[config.mk]
export PLATFORM = sky130hd
export DESIGN_NAME = http_request_header_parser_core_flat
export DESIGN_NICKNAME = d
export VERILOG_FILES = /design/src/hrp_pkg.sv /design/src/hrp_in_if.sv /design/src/hrp_out_if.sv /design/src/http_request_header_parser_core.sv /design/src/flat_wrapper.sv
export VERILOG_INCLUDE_DIRS = /design/src /design/src/src
export SDC_FILE = /design/constraint.sdc
export NUM_CORES = 1
export LEC_CHECK = 0
export BUFFER_PORTS_ARGS = -buffer_cell sky130_fd_sc_hd__buf_4
export CAP_MARGIN = 20
export CELL_PAD_IN_SITES_DETAIL_PLACEMENT = 1
export CELL_PAD_IN_SITES_GLOBAL_PLACEMENT = 1
export CORE_ASPECT_RATIO = 0.9
export CORE_MARGIN = 1.5
export CORE_UTILIZATION = 45
export DETAILED_ROUTE_END_ITERATION = 8
export PLACE_DENSITY_LB_ADDON = 0.1
export SETUP_SLACK_MARGIN = 0.1
export SLEW_MARGIN = 10
export SYNTH_ARGS = -nofsm -noshare
export SYNTH_HDL_FRONTEND = slang
export SYNTH_SLANG_ARGS = --single-unit
[constraint.sdc]
create_clock -name clk -period 5.87 [get_ports clk]
set_clock_uncertainty 0.2 [all_clocks]
set_input_delay 1.174 -clock clk [delete_from_list [all_inputs] [get_ports clk]]
set_output_delay 1.174 -clock clk [all_outputs]
set_load 0.1 [all_outputs]
[src/http_request_header_parser_core_assert.svh]
`ifndef HTTP_REQUEST_HEADER_PARSER_CORE_ASSERT_SVH
`define HTTP_REQUEST_HEADER_PARSER_CORE_ASSERT_SVH

// Same-cycle and next-cycle implications, clocked on clk, off during reset.
`ifndef SYNTHESIS
`define HRP_ASSERT_NOW(label, ante, cons) \
    label: assert property (@(posedge clk) disable iff (!rst_n) (ante) |-> (cons)) \
        else $error("hrp assertion failed");
`define HRP_ASSERT_NEXT(label, ante, cons) \
    label: assert property (@(posedge clk) disable iff (!rst_n) (ante) |=> (cons)) \
        else $error("hrp assertion failed");
`else
`define HRP_ASSERT_NOW(label, ante, cons)
`define HRP_ASSERT_NEXT(label, ante, cons)
`endif

`endif

[src/hrp_pkg.sv]
package hrp_pkg;

    localparam int TYPE_W  = 2;
    localparam int BYTE_W  = 8;
    localparam int KIND_W  = 3;
    localparam int PHASE_W = 3;
    localparam int LEN_W   = 5;
    localparam int IDLE_W  = 17;
    localparam int TMO_W   = 16;

    typedef enum logic [TYPE_W-1:0] {
        REQ_CONNECT    = 2'd0,
        REQ_BYTE       = 2'd1,
        REQ_TICK       = 2'd2,
        REQ_DISCONNECT = 2'd3
    } req_type_t;

    typedef enum logic [PHASE_W-1:0] {
        PH_IDLE   = 3'd0,
        PH_METHOD = 3'd1,
        PH_PATH   = 3'd2,
        PH_PROTO  = 3'd3,
        PH_LINE   = 3'd4,
        PH_HEADER = 3'd5,
        PH_BODY   = 3'd6
    } phase_t;

    typedef enum logic [KIND_W-1:0] {
        KIND_STATUS  = 3'd0,
        KIND_READY   = 3'd1,
        KIND_CHAR    = 3'd2,
        KIND_TIMEOUT = 3'd3,
        KIND_REFUSED = 3'd4
    } kind_t;

    typedef enum logic {
        CTL_RUN    = 1'b0,
        CTL_STREAM = 1'b1
    } ctl_state_t;

    localparam logic [BYTE_W-1:0] CHAR_SPACE = 8'h20;
    localparam logic [BYTE_W-1:0] CHAR_LF    = 8'h0A;
    localparam logic [BYTE_W-1:0] CHAR_CR    = 8'h0D;

    localparam logic [IDLE_W-1:0] IDLE_MAX      = 17'h1FFFF;
    localparam logic [TMO_W-1:0]  TIMEOUT_RESET = 16'd1000;

    localparam int              ADDR_W           = 3;
    localparam logic            REG_IDLE_TIMEOUT = 1'b0;

endpackage

[src/hrp_in_if.sv]
interface hrp_in_if;
    logic                         valid;
    logic                         ready;
    logic [hrp_pkg::TYPE_W-1:0]   req_type;
    logic [hrp_pkg::BYTE_W-1:0]   data_byte;

    modport source (output valid, output req_type, output data_byte, input ready);
    modport sink   (input valid, input req_type, input data_byte, output ready);
endinterface

[src/hrp_out_if.sv]
interface hrp_out_if;
    logic                          valid;
    logic                          ready;
    logic [hrp_pkg::KIND_W-1:0]    result_kind;
    logic [hrp_pkg::PHASE_W-1:0]   parse_state;
    logic [hrp_pkg::LEN_W-1:0]     path_length;
    logic [hrp_pkg::BYTE_W-1:0]    path_char;
    logic                          last;

    modport source (output valid, output result_kind, output parse_state,
                    output path_length, output path_char, output last, input ready);
    modport sink   (input valid, input result_kind, input parse_state,
                    input path_length, input path_char, input last, output ready);
endinterface

[src/http_request_header_parser_core.sv]
// Channel   Dir  Role    Word
// req       in   sink    req_type, data_byte
// rsp       out  source  result_kind, parse_state, path_length, path_char, last
// apb       in   slave   idle_timeout_ticks at byte address 0
//
// One word per cycle on req while the output register is free or being taken.
// The request-completing byte yields a ready word, then one char word per
// path character, each first read from path memory into a register; req is
// held off during that run. Reset clears control state and sets the timeout
// to 1000; path memory contents are not cleared. A stall on rsp holds req.
`include "http_request_header_parser_core_assert.svh"

module http_request_header_parser_core #(
    parameter int PATH_CAPACITY = 32
) (
    input  logic                          clk,
    input  logic                          rst_n,
    input  logic                          psel,
    input  logic                          penable,
    input  logic                          pwrite,
    input  logic [hrp_pkg::ADDR_W-1:0]    paddr,
    input  logic [31:0]                   pwdata,
    output logic [31:0]                   prdata,
    output logic                          pready,
    hrp_in_if.sink                        req,
    hrp_out_if.source                     rsp
);

    localparam int IDX_W = $clog2(PATH_CAPACITY);
    localparam logic [IDX_W-1:0] IDX_TOP = IDX_W'(PATH_CAPACITY - 1);

    hrp_pkg::ctl_state_t             state_reg, state_next;
    hrp_pkg::phase_t                 phase_reg, phase_next;
    logic [IDX_W-1:0]                idx_reg, idx_next;
    logic [IDX_W-1:0]                char_idx_reg, char_idx_next;
    logic [hrp_pkg::IDLE_W-1:0]      idle_reg, idle_next;
    logic [hrp_pkg::TMO_W-1:0]       timeout_reg;
    logic                            data_ok_reg, data_ok_next;
    logic                            out_valid_reg, out_valid_next;
    hrp_pkg::kind_t                  out_kind_reg, out_kind_next;
    logic [hrp_pkg::BYTE_W-1:0]      out_char_reg, out_char_next;
    logic                            out_last_reg, out_last_next;

    logic [hrp_pkg::BYTE_W-1:0]      path_mem [PATH_CAPACITY];
    logic [hrp_pkg::BYTE_W-1:0]      rd_data_reg;
    logic                            mem_we;

    logic                            slot_free;
    logic                            accept;
    logic                            advance;
    logic                            last_char;
    logic                            done;
    logic [IDX_W-1:0]                idx_inc;
    logic [7:0]                      idx_wide;
    logic                            cfg_write;

    assign slot_free = !out_valid_reg || rsp.ready;
    assign accept    = req.valid && req.ready;
    assign advance   = (state_reg == hrp_pkg::CTL_STREAM) && slot_free && data_ok_reg;
    assign last_char = (char_idx_reg == idx_reg - 1'b1);
    assign idx_inc   = (idx_reg == IDX_TOP) ? idx_reg : idx_reg + 1'b1;

    assign cfg_write = psel && penable && pwrite;
    assign pready    = 1'b1;

    always_comb
    begin
        prdata = 32'd0;
        if (paddr[hrp_pkg::ADDR_W-1] == hrp_pkg::REG_IDLE_TIMEOUT)
        begin
            prdata = 32'(timeout_reg);
        end
    end

    always_ff @(posedge clk or negedge rst_n)
    begin
        if (!rst_n)
        begin
            timeout_reg <= hrp_pkg::TIMEOUT_RESET;
        end
        else if (cfg_write && paddr[hrp_pkg::ADDR_W-1] == hrp_pkg::REG_IDLE_TIMEOUT)
        begin
            timeout_reg <= pwdata[hrp_pkg::TMO_W-1:0];
        end
    end

    always_ff @(posedge clk)
    begin
        if (mem_we)
        begin
            path_mem[idx_reg] <= req.data_byte;
        end
        rd_data_reg <= path_mem[char_idx_reg];
    end

    always_comb
    begin
        state_next = state_reg;
        case (state_reg)
            hrp_pkg::CTL_RUN:
            begin
                if (accept && done && idx_reg != '0)
                begin
                    state_next = hrp_pkg::CTL_STREAM;
                end
            end
            hrp_pkg::CTL_STREAM:
            begin
                if (advance && last_char)
                begin
                    state_next = hrp_pkg::CTL_RUN;
                end
            end
            default:
            begin
                state_next = hrp_pkg::CTL_RUN;
            end
        endcase
    end

    always_comb
    begin
        req.ready      = (state_reg == hrp_pkg::CTL_RUN) && slot_free;
        phase_next     = phase_reg;
        idx_next       = idx_reg;
        idle_next      = idle_reg;
        char_idx_next  = char_idx_reg;
        mem_we         = 1'b0;
        done           = 1'b0;
        out_valid_next = out_valid_reg && !rsp.ready;
        out_kind_next  = out_kind_reg;
        out_char_next  = out_char_reg;
        out_last_next  = out_last_reg;
        data_ok_next   = (state_reg == hrp_pkg::CTL_STREAM) && !advance;

        if (accept)
        begin
            out_kind_next = hrp_pkg::KIND_STATUS;
            case (hrp_pkg::req_type_t'(req.req_type))
                hrp_pkg::REQ_CONNECT:
                begin
                    if (phase_reg == hrp_pkg::PH_IDLE)
                    begin
                        phase_next = hrp_pkg::PH_METHOD;
                        idle_next  = '0;
                    end
                    else
                    begin
                        out_kind_next = hrp_pkg::KIND_REFUSED;
                    end
                end
                hrp_pkg::REQ_BYTE:
                begin
                    idle_next = '0;
                    case (phase_reg)
                        hrp_pkg::PH_METHOD:
                        begin
                            if (req.data_byte == hrp_pkg::CHAR_SPACE)
                            begin
                                phase_next = hrp_pkg::PH_PATH;
                                idx_next   = '0;
                            end
                        end
                        hrp_pkg::PH_PATH:
                        begin
                            mem_we   = 1'b1;
                            idx_next = idx_inc;
                            if (req.data_byte == hrp_pkg::CHAR_SPACE)
                            begin
                                phase_next = hrp_pkg::PH_PROTO;
                                idx_next   = idx_inc - 1'b1;
                            end
                        end
                        hrp_pkg::PH_PROTO:
                        begin
                            if (req.data_byte == hrp_pkg::CHAR_LF)
                            begin
                                phase_next = hrp_pkg::PH_LINE;
                            end
                        end
                        hrp_pkg::PH_LINE:
                        begin
                            if (req.data_byte == hrp_pkg::CHAR_LF)
                            begin
                                phase_next = hrp_pkg::PH_BODY;
                                done       = 1'b1;
                            end
                            else if (req.data_byte != hrp_pkg::CHAR_CR)
                            begin
                                phase_next = hrp_pkg::PH_HEADER;
                            end
                        end
                        hrp_pkg::PH_HEADER:
                        begin
                            if (req.data_byte == hrp_pkg::CHAR_LF)
                            begin
                                phase_next = hrp_pkg::PH_LINE;
                            end
                        end
                        default:
                        begin
                        end
                    endcase
                end
                hrp_pkg::REQ_TICK:
                begin
                    if (phase_reg inside {[hrp_pkg::PH_METHOD:hrp_pkg::PH_HEADER]})
                    begin
                        if (idle_reg != hrp_pkg::IDLE_MAX)
                        begin
                            idle_next = idle_reg + 1'b1;
                        end
                        if (idle_reg > hrp_pkg::IDLE_W'(timeout_reg))
                        begin
                            phase_next    = hrp_pkg::PH_IDLE;
                            out_kind_next = hrp_pkg::KIND_TIMEOUT;
                        end
                    end
                end
                hrp_pkg::REQ_DISCONNECT:
                begin
                    phase_next = hrp_pkg::PH_IDLE;
                end
                default:
                begin
                end
            endcase
            out_valid_next = 1'b1;
            out_char_next  = '0;
            out_last_next  = 1'b1;
            if (done)
            begin
                out_kind_next = hrp_pkg::KIND_READY;
                out_last_next = (idx_reg == '0);
                char_idx_next = '0;
            end
        end
        else if (advance)
        begin
            out_valid_next = 1'b1;
            out_kind_next  = hrp_pkg::KIND_CHAR;
            out_char_next  = rd_data_reg;
            out_last_next  = last_char;
            char_idx_next  = char_idx_reg + 1'b1;
        end
    end

    always_ff @(posedge clk or negedge rst_n)
    begin
        if (!rst_n)
        begin
            state_reg     <= hrp_pkg::CTL_RUN;
            phase_reg     <= hrp_pkg::PH_IDLE;
            idx_reg       <= '0;
            char_idx_reg  <= '0;
            idle_reg      <= '0;
            data_ok_reg   <= 1'b0;
            out_valid_reg <= 1'b0;
        end
        else
        begin
            state_reg     <= state_next;
            phase_reg     <= phase_next;
            idx_reg       <= idx_next;
            char_idx_reg  <= char_idx_next;
            idle_reg      <= idle_next;
            data_ok_reg   <= data_ok_next;
            out_valid_reg <= out_valid_next;
        end
    end

    always_ff @(posedge clk)
    begin
        out_kind_reg <= out_kind_next;
        out_char_reg <= out_char_next;
        out_last_reg <= out_last_next;
    end

    assign idx_wide        = 8'(idx_reg);
    assign rsp.valid       = out_valid_reg;
    assign rsp.result_kind = out_kind_reg;
    assign rsp.parse_state = phase_reg;
    assign rsp.path_length = idx_wide[hrp_pkg::LEN_W-1:0];
    assign rsp.path_char   = out_char_reg;
    assign rsp.last        = out_last_reg;

    `HRP_ASSERT_NOW(a_stream_in_body, state_reg == hrp_pkg::CTL_STREAM, phase_reg == hrp_pkg::PH_BODY)
    `HRP_ASSERT_NOW(a_stream_idx_in_range, state_reg == hrp_pkg::CTL_STREAM, char_idx_reg < idx_reg)
    `HRP_ASSERT_NEXT(a_accept_loads_word, req.valid && req.ready, rsp.valid)
    `HRP_ASSERT_NOW(a_timeout_goes_idle, rsp.valid && rsp.result_kind == hrp_pkg::KIND_TIMEOUT, rsp.parse_state == hrp_pkg::PH_IDLE)

endmodule

[src/flat_wrapper.sv]
// flat-port wrapper written by rule: the top's interface ports become plain ports
module http_request_header_parser_core_flat 
#(
    parameter int PATH_CAPACITY = 32
)
  (clk, rst_n, psel, penable, pwrite, paddr, pwdata, prdata, pready, req_valid, req_req_type, req_data_byte, req_ready, rsp_valid, rsp_result_kind, rsp_parse_state, rsp_path_length, rsp_path_char, rsp_last, rsp_ready);
  hrp_in_if req_i ();
  hrp_out_if rsp_i ();
  input  logic clk;
  input  logic rst_n;
  input  logic psel;
  input  logic penable;
  input  logic pwrite;
  input  logic [hrp_pkg::ADDR_W-1:0] paddr;
  input  logic [31:0] pwdata;
  output logic [31:0] prdata;
  output logic pready;
  input wire logic [$bits(req_i.valid)-1:0] req_valid;
  input wire logic [$bits(req_i.req_type)-1:0] req_req_type;
  input wire logic [$bits(req_i.data_byte)-1:0] req_data_byte;
  output wire logic [$bits(req_i.ready)-1:0] req_ready;
  output wire logic [$bits(rsp_i.valid)-1:0] rsp_valid;
  output wire logic [$bits(rsp_i.result_kind)-1:0] rsp_result_kind;
  output wire logic [$bits(rsp_i.parse_state)-1:0] rsp_parse_state;
  output wire logic [$bits(rsp_i.path_length)-1:0] rsp_path_length;
  output wire logic [$bits(rsp_i.path_char)-1:0] rsp_path_char;
  output wire logic [$bits(rsp_i.last)-1:0] rsp_last;
  input wire logic [$bits(rsp_i.ready)-1:0] rsp_ready;
  assign req_i.valid = req_valid;
  assign req_i.req_type = req_req_type;
  assign req_i.data_byte = req_data_byte;
  assign req_ready = req_i.ready;
  assign rsp_valid = rsp_i.valid;
  assign rsp_result_kind = rsp_i.result_kind;
  assign rsp_parse_state = rsp_i.parse_state;
  assign rsp_path_length = rsp_i.path_length;
  assign rsp_path_char = rsp_i.path_char;
  assign rsp_last = rsp_i.last;
  assign rsp_i.ready = rsp_ready;
  http_request_header_parser_core #(.PATH_CAPACITY(PATH_CAPACITY)) u_core (.clk(clk), .rst_n(rst_n), .psel(psel), .penable(penable), .pwrite(pwrite), .paddr(paddr), .pwdata(pwdata), .prdata(prdata), .pready(pready), .req(req_i), .rsp(rsp_i));
endmodule
## Yosys cells after proc, flatten, opt, wreduce, memory -nomap -nowiden

Memories as Yosys holds them, arrays and structs flattened. A register that Yosys moved wholly into a read port is not among the register bits.
Cells that the tools add are included.

- Bitwise operators: 2
- Order comparisons: 3
- Mux-type cells: 47
- Reduce and logical (&&, ||, !) cells: 29
- Eq/ne operators: 25
- Add/sub/neg operators: 5

Operator list:

| operator | count |
|---|---|
| $mux 17 | 3 |
| $pmux 17 s3 | 1 |
| $mux 3 | 13 |
| $mux 5 | 6 |
| $pmux 3 s4 | 2 |
| $add 17x1->17 const B | 1 |
| $gt 17x16->1 | 1 |
| $mux 1 | 17 |
| $ne 17x17->1 const B | 1 |
| $mux 16 | 1 |
| $logic_and 1x1->1 | 13 |
| $add 5x1->5 const B | 2 |
| $ne 2x1->1 const B | 5 |
| $pmux 5 s2 | 1 |
| $sub 5x1->5 const B | 2 |
| $ne 3x2->1 const B | 3 |
| $reduce_and 9->1 | 1 |
| $eq 8x4->1 const B | 1 |
| $eq 8x6->1 const B | 1 |
| $ne 8x4->1 const B | 1 |
| $eq 3x2->1 const B | 2 |
| $eq 3x3->1 const B | 2 |
| $pmux 3 s2 | 1 |
| $eq 5x5->1 | 1 |
| 24 further kinds | 29 |

- Input port bits: 52
- Register bits after elaboration: 61
- Memories kept: 1
- Output and inout port bits: 55
- Memory bits (writable): 256
- Logic and storage cells: 123

Memory list:

| memory | depth | bits a word | read ports | clocked after memory_dff | wr ports | RTL line | source |
|---|---|---|---|---|---|---|---|
| u_core.path_mem | 32 | 8 | 1 | 1 | 1 | http_request_header_parser_core.sv:44 | `logic [hrp_pkg::BYTE_W-1:0] path_mem [PATH_CAPACITY];` |

## Longest topological paths before layout

- Depth after elaboration: 10
- Gate-level depth with buffers: 14
- Mapped depth without buffers: 13

## Worst setup path after synthesis

Ideal clock, no wire load.

- Kind: input port to output port
- Start point: in paddr[2] in the netlist's numbering
- End point: out prdata[6]
- Data arrival time: 2.813 ns
- Stages: 3
- Buffers on the path: 2
- Setup slack: 1.683 ns
- Data required time: 4.496 ns
- Cell sequence: clkbuf_1 > clkbuf_1 > nor2_1

- Longest elaborated chain between the ends: 1

RTL lines:

| what | RTL line | source |
|---|---|---|
| start, declared | flat_wrapper.sv:14 | `input logic [hrp_pkg::ADDR_W-1:0] paddr;` |
| $mux 16 | http_request_header_parser_core.sv:69 | `if (paddr[hrp_pkg::ADDR_W-1] == hrp_pkg::REG_IDLE_TIMEOUT)` |
| end, declared | flat_wrapper.sv:16 | `output logic [31:0] prdata;` |

No other way between the ends.

## Worst setup path in the final report

- Start point: in req_valid
- End point: mem u_core.path_mem[11][2] in the netlist's numbering, enable pin

- Longest elaborated chain between the ends: 4

RTL lines:

| what | RTL line | source |
|---|---|---|
| start, declared | flat_wrapper.sv:18 | `input wire logic [$bits(req_i.valid)-1:0] req_valid;` |
| $logic_and 1x1->1 | http_request_header_parser_core.sv:58 | `assign accept = req.valid && req.ready;` |
| $mux 1 | http_request_header_parser_core.sv:136 | `if (accept)` |
| $mux 1 | http_request_header_parser_core.sv:89 | `if (mem_we)` |
| $mux 1 (not written as such) | http_request_header_parser_core.sv:91 | `path_mem[idx_reg] <= req.data_byte;` |
| end, declared | http_request_header_parser_core.sv:44 |  |

No other way between the ends.

==> flow_summary.json <==
{
  "run_status": "finished clean",
  "antenna_left": 0,
  "largest_register_ffs": 256,
  "place_congestion": 0.819,
  "htreeDepth": 2,
  "vdd_drop_max_mv": 0.292,
  "yosysSeqAreaShare": 0.671,
  "drt-wirelength-per-cell_um": 24.3,
  "core_area_um2": 30200,
  "syn_area_um2": 13900,
  "diodes": 0,
  "synth_warnings": 0,
  "num_rows": 60,
  "drv_slew": 0,
  "grt.overflow.total": 0,
  "dpl.hpwl_mm": 21.7,
  "rsz0062_at_grt": "no",
  "cp_slowest_cell": "nor2_1",
  "post-route-period-util": 0.628,
  "utilization": 0.527,
  "whs_ns": 0.239,
  "cts_resized": 0,
  "tightestPinTransition_ns": 0.978,
  "setup_viol": 0,
  "grt_max_degree": 50,
  "cts_num_sinks": 325,
  "crit_arrival_ns": 3.62,
  "pwr_density_cell_nw_per_um2": 352,
  "syn_to_final_growth_pct": 14.2,
  "worstPathMaxFanout": 15,
  "hold_viol": 0,
  "synthCells": 858,
  "post-route-drc-count": 0,
  "critPathKind": "in2reg",
  "max-clock-path-buffers": 3,
  "syn_avg_cell_area_um2": 16.3,
  "post-route-min-period_ns": 3.68,
  "drt-pass1-iter-count": 5,
  "hp-class": "reg2reg",
  "fp.dieW_um": 189,
  "layout-drive-gt1-share": 0.261,
  "cts_tree": "done",
  "root_buffer": "clkbuf_16",
  "nets": 1007,
  "drv_cap": 0,
  "drtIter0Drc": 601,
  "start_kind": "input pin",
  "max_stage_delay_ns": 0.80,
  "end_kind": "flip-flop",
  "path_clk_slew_ns": 0.06,
  "clk-insertion-delay-late_ns": 0.52,
  "crit_path_cell_trace": "buf_4 > nand2b_1 > nor2_1 > buf_4 > nand2_1 > nor3_2 > nand2_1 > nor2_1",
  "antenna_found_initial": 2,
  "cp.required_ns": 5.81,
  "via_count": 7740,
  "synthArstFlopShare": 0.151,
  "ys_seq_elements": 325,
  "vias_per_cell": 5.68,
  "wirelength_mm": 33.1,
  "max_slew_margin": 0.348,
  "grt_pass1_wl_mm": 50.2,
  "fp.dieArea_um2": 32100,
  "die_h_um": 170,
  "cts_made_buffers": 37,
  "grt_use_total": 0.211,
  "fin_tns_setup_ns": 0,
  "cts_setup_buffers": 0,
  "grt_pass1_vias": 8175,
  "fmax_mhz": 271,
  "power.total_uw": 5600,
  "portBuffers": 71,
  "start_util": 0.462,
  "synth_ff_type": "edfxtp_1",
  "ios": 107,
  "cts_hold_buffers": 0,
  "ys_types": 59,
  "p_leak_uw": 0.00547,
  "synth-edff-count": 260
}
==> cell type report <==
class	instances	area (µm²)
fillers	2862	14300
well taps	403	504
inverters	22	82.6
repair buffers	75	563
multi-input cells	469	4250
flip-flops and latches	325	9370
clock inverters	21	191
clock buffers	47	963
==> logic make-up (layout without fill, tap and decap cells) <==
kind of cell | Yosys count | count (layout) | synth area share
fa+ha+maj | 25 | 25 | 0.0224
compound gates | 77 | 77 | 0.0362
xor+xnor | 21 | 21 | 0.0132
buf+inv | 79 | 165 | 0.0280
other cells | 2 | 17 | 0.000539
flops | 325 | 325 | 0.671
simple gates | 222 | 222 | 0.0774
mux | 107 | 107 | 0.151
==> metrics by stage <==
| stage | instances | setup slack (ns) | instance area [µm²] |
|---|---|---|---|
| floorplan | 873 | 1.68 | 14000 |
| global placement | 1294 | 1.72 | 14800 |
| detailed placement | 1294 | 1.64 | 14800 |
| CTS | 1362 | 2.16 | 15900 |
| global route | 1362 | 1.99 | 15900 |
| finish | 1362 | 2.19 | 15900 |
==> cell usage after synthesis (all sizes together), types with 3 or more instances <==
library cell	instances	area [µm²]
ha	25	313
mux4	80	1800
a31oi	3	18.8
a21oi	14	70.1
nor3b	3	22.5
a21o	3	22.5
dfstp	6	158
dfxtp	16	320
a211oi	3	22.5
nor2b	8	50.1
buf	29	203
nor2	74	278
nor3	8	55.1
nand3	23	115
o2111ai	3	32.5
inv	22	82.6
mux2	26	293
dfrtp	43	1080
clkbuf	28	105
o31ai	3	22.5
or3	7	43.8
nand3b	3	22.5
xor2	15	131
or2	3	18.8
and3	8	50.1
nand2b	9	56.3
nand4	12	75.1
xnor2	6	52.6
edfxtp	260	7810
o21ai	32	160
nand4b	3	26.3
nand2	53	199
o21a	3	22.5
==> placed cells by master (no fill, tap or decap), drive strengths merged, types with 16 or more instances in the layout <==
master / count
edfxtp: 260
mux4: 80
buf: 75
nor2: 74
nand2: 53
clkbuf: 47
dfrtp: 43
o21ai: 32
mux2: 26
ha: 25
inv: 25
nand3: 23
conb: 17
dfxtp: 16
==> final timing paths <==
kind	start	to	slack, ns	cells after the start
worst max-delay path	req_valid	u_core.path_mem[11][2]	2.19	8
worst min-delay path	u_core.rd_data_reg[3]	u_core.rsp.path_char[3]	0.24	2
worst max register to register	u_core.idle_reg[0]	u_core.idle_reg[15]	2.28	13
worst min register to register	u_core.rd_data_reg[3]	u_core.rsp.path_char[3]	0.24	2
max in group asynchronous	rst_n	u_core.char_idx_reg[0]	4.44	1
min in group asynchronous	rst_n	u_core.timeout_reg[12]	0.50	1
==> per-layer routing <==
layer / routed length [µm] / global-route usage / part of all wire
met1: 15000 / 0.311 / 0.45
met2: 15400 / 0.329 / 0.47
met3: 2130 / 0.0386 / 0.064
met4: 626 / 0.0504 / 0.019
met5: 0 / 0 / 0
==> where the power goes <==
group	switching (µW)	internal (µW)
combinational	566	210
clock	921	1270
sequential	96.4	2540
==> critical path, delay by kind of cell <==
kind / cells / cell delay [ns]
buf+inv: 2 / 0.33
simple gates: 6 / 2.12
Note: power is estimated with default switching activity, not from simulation.
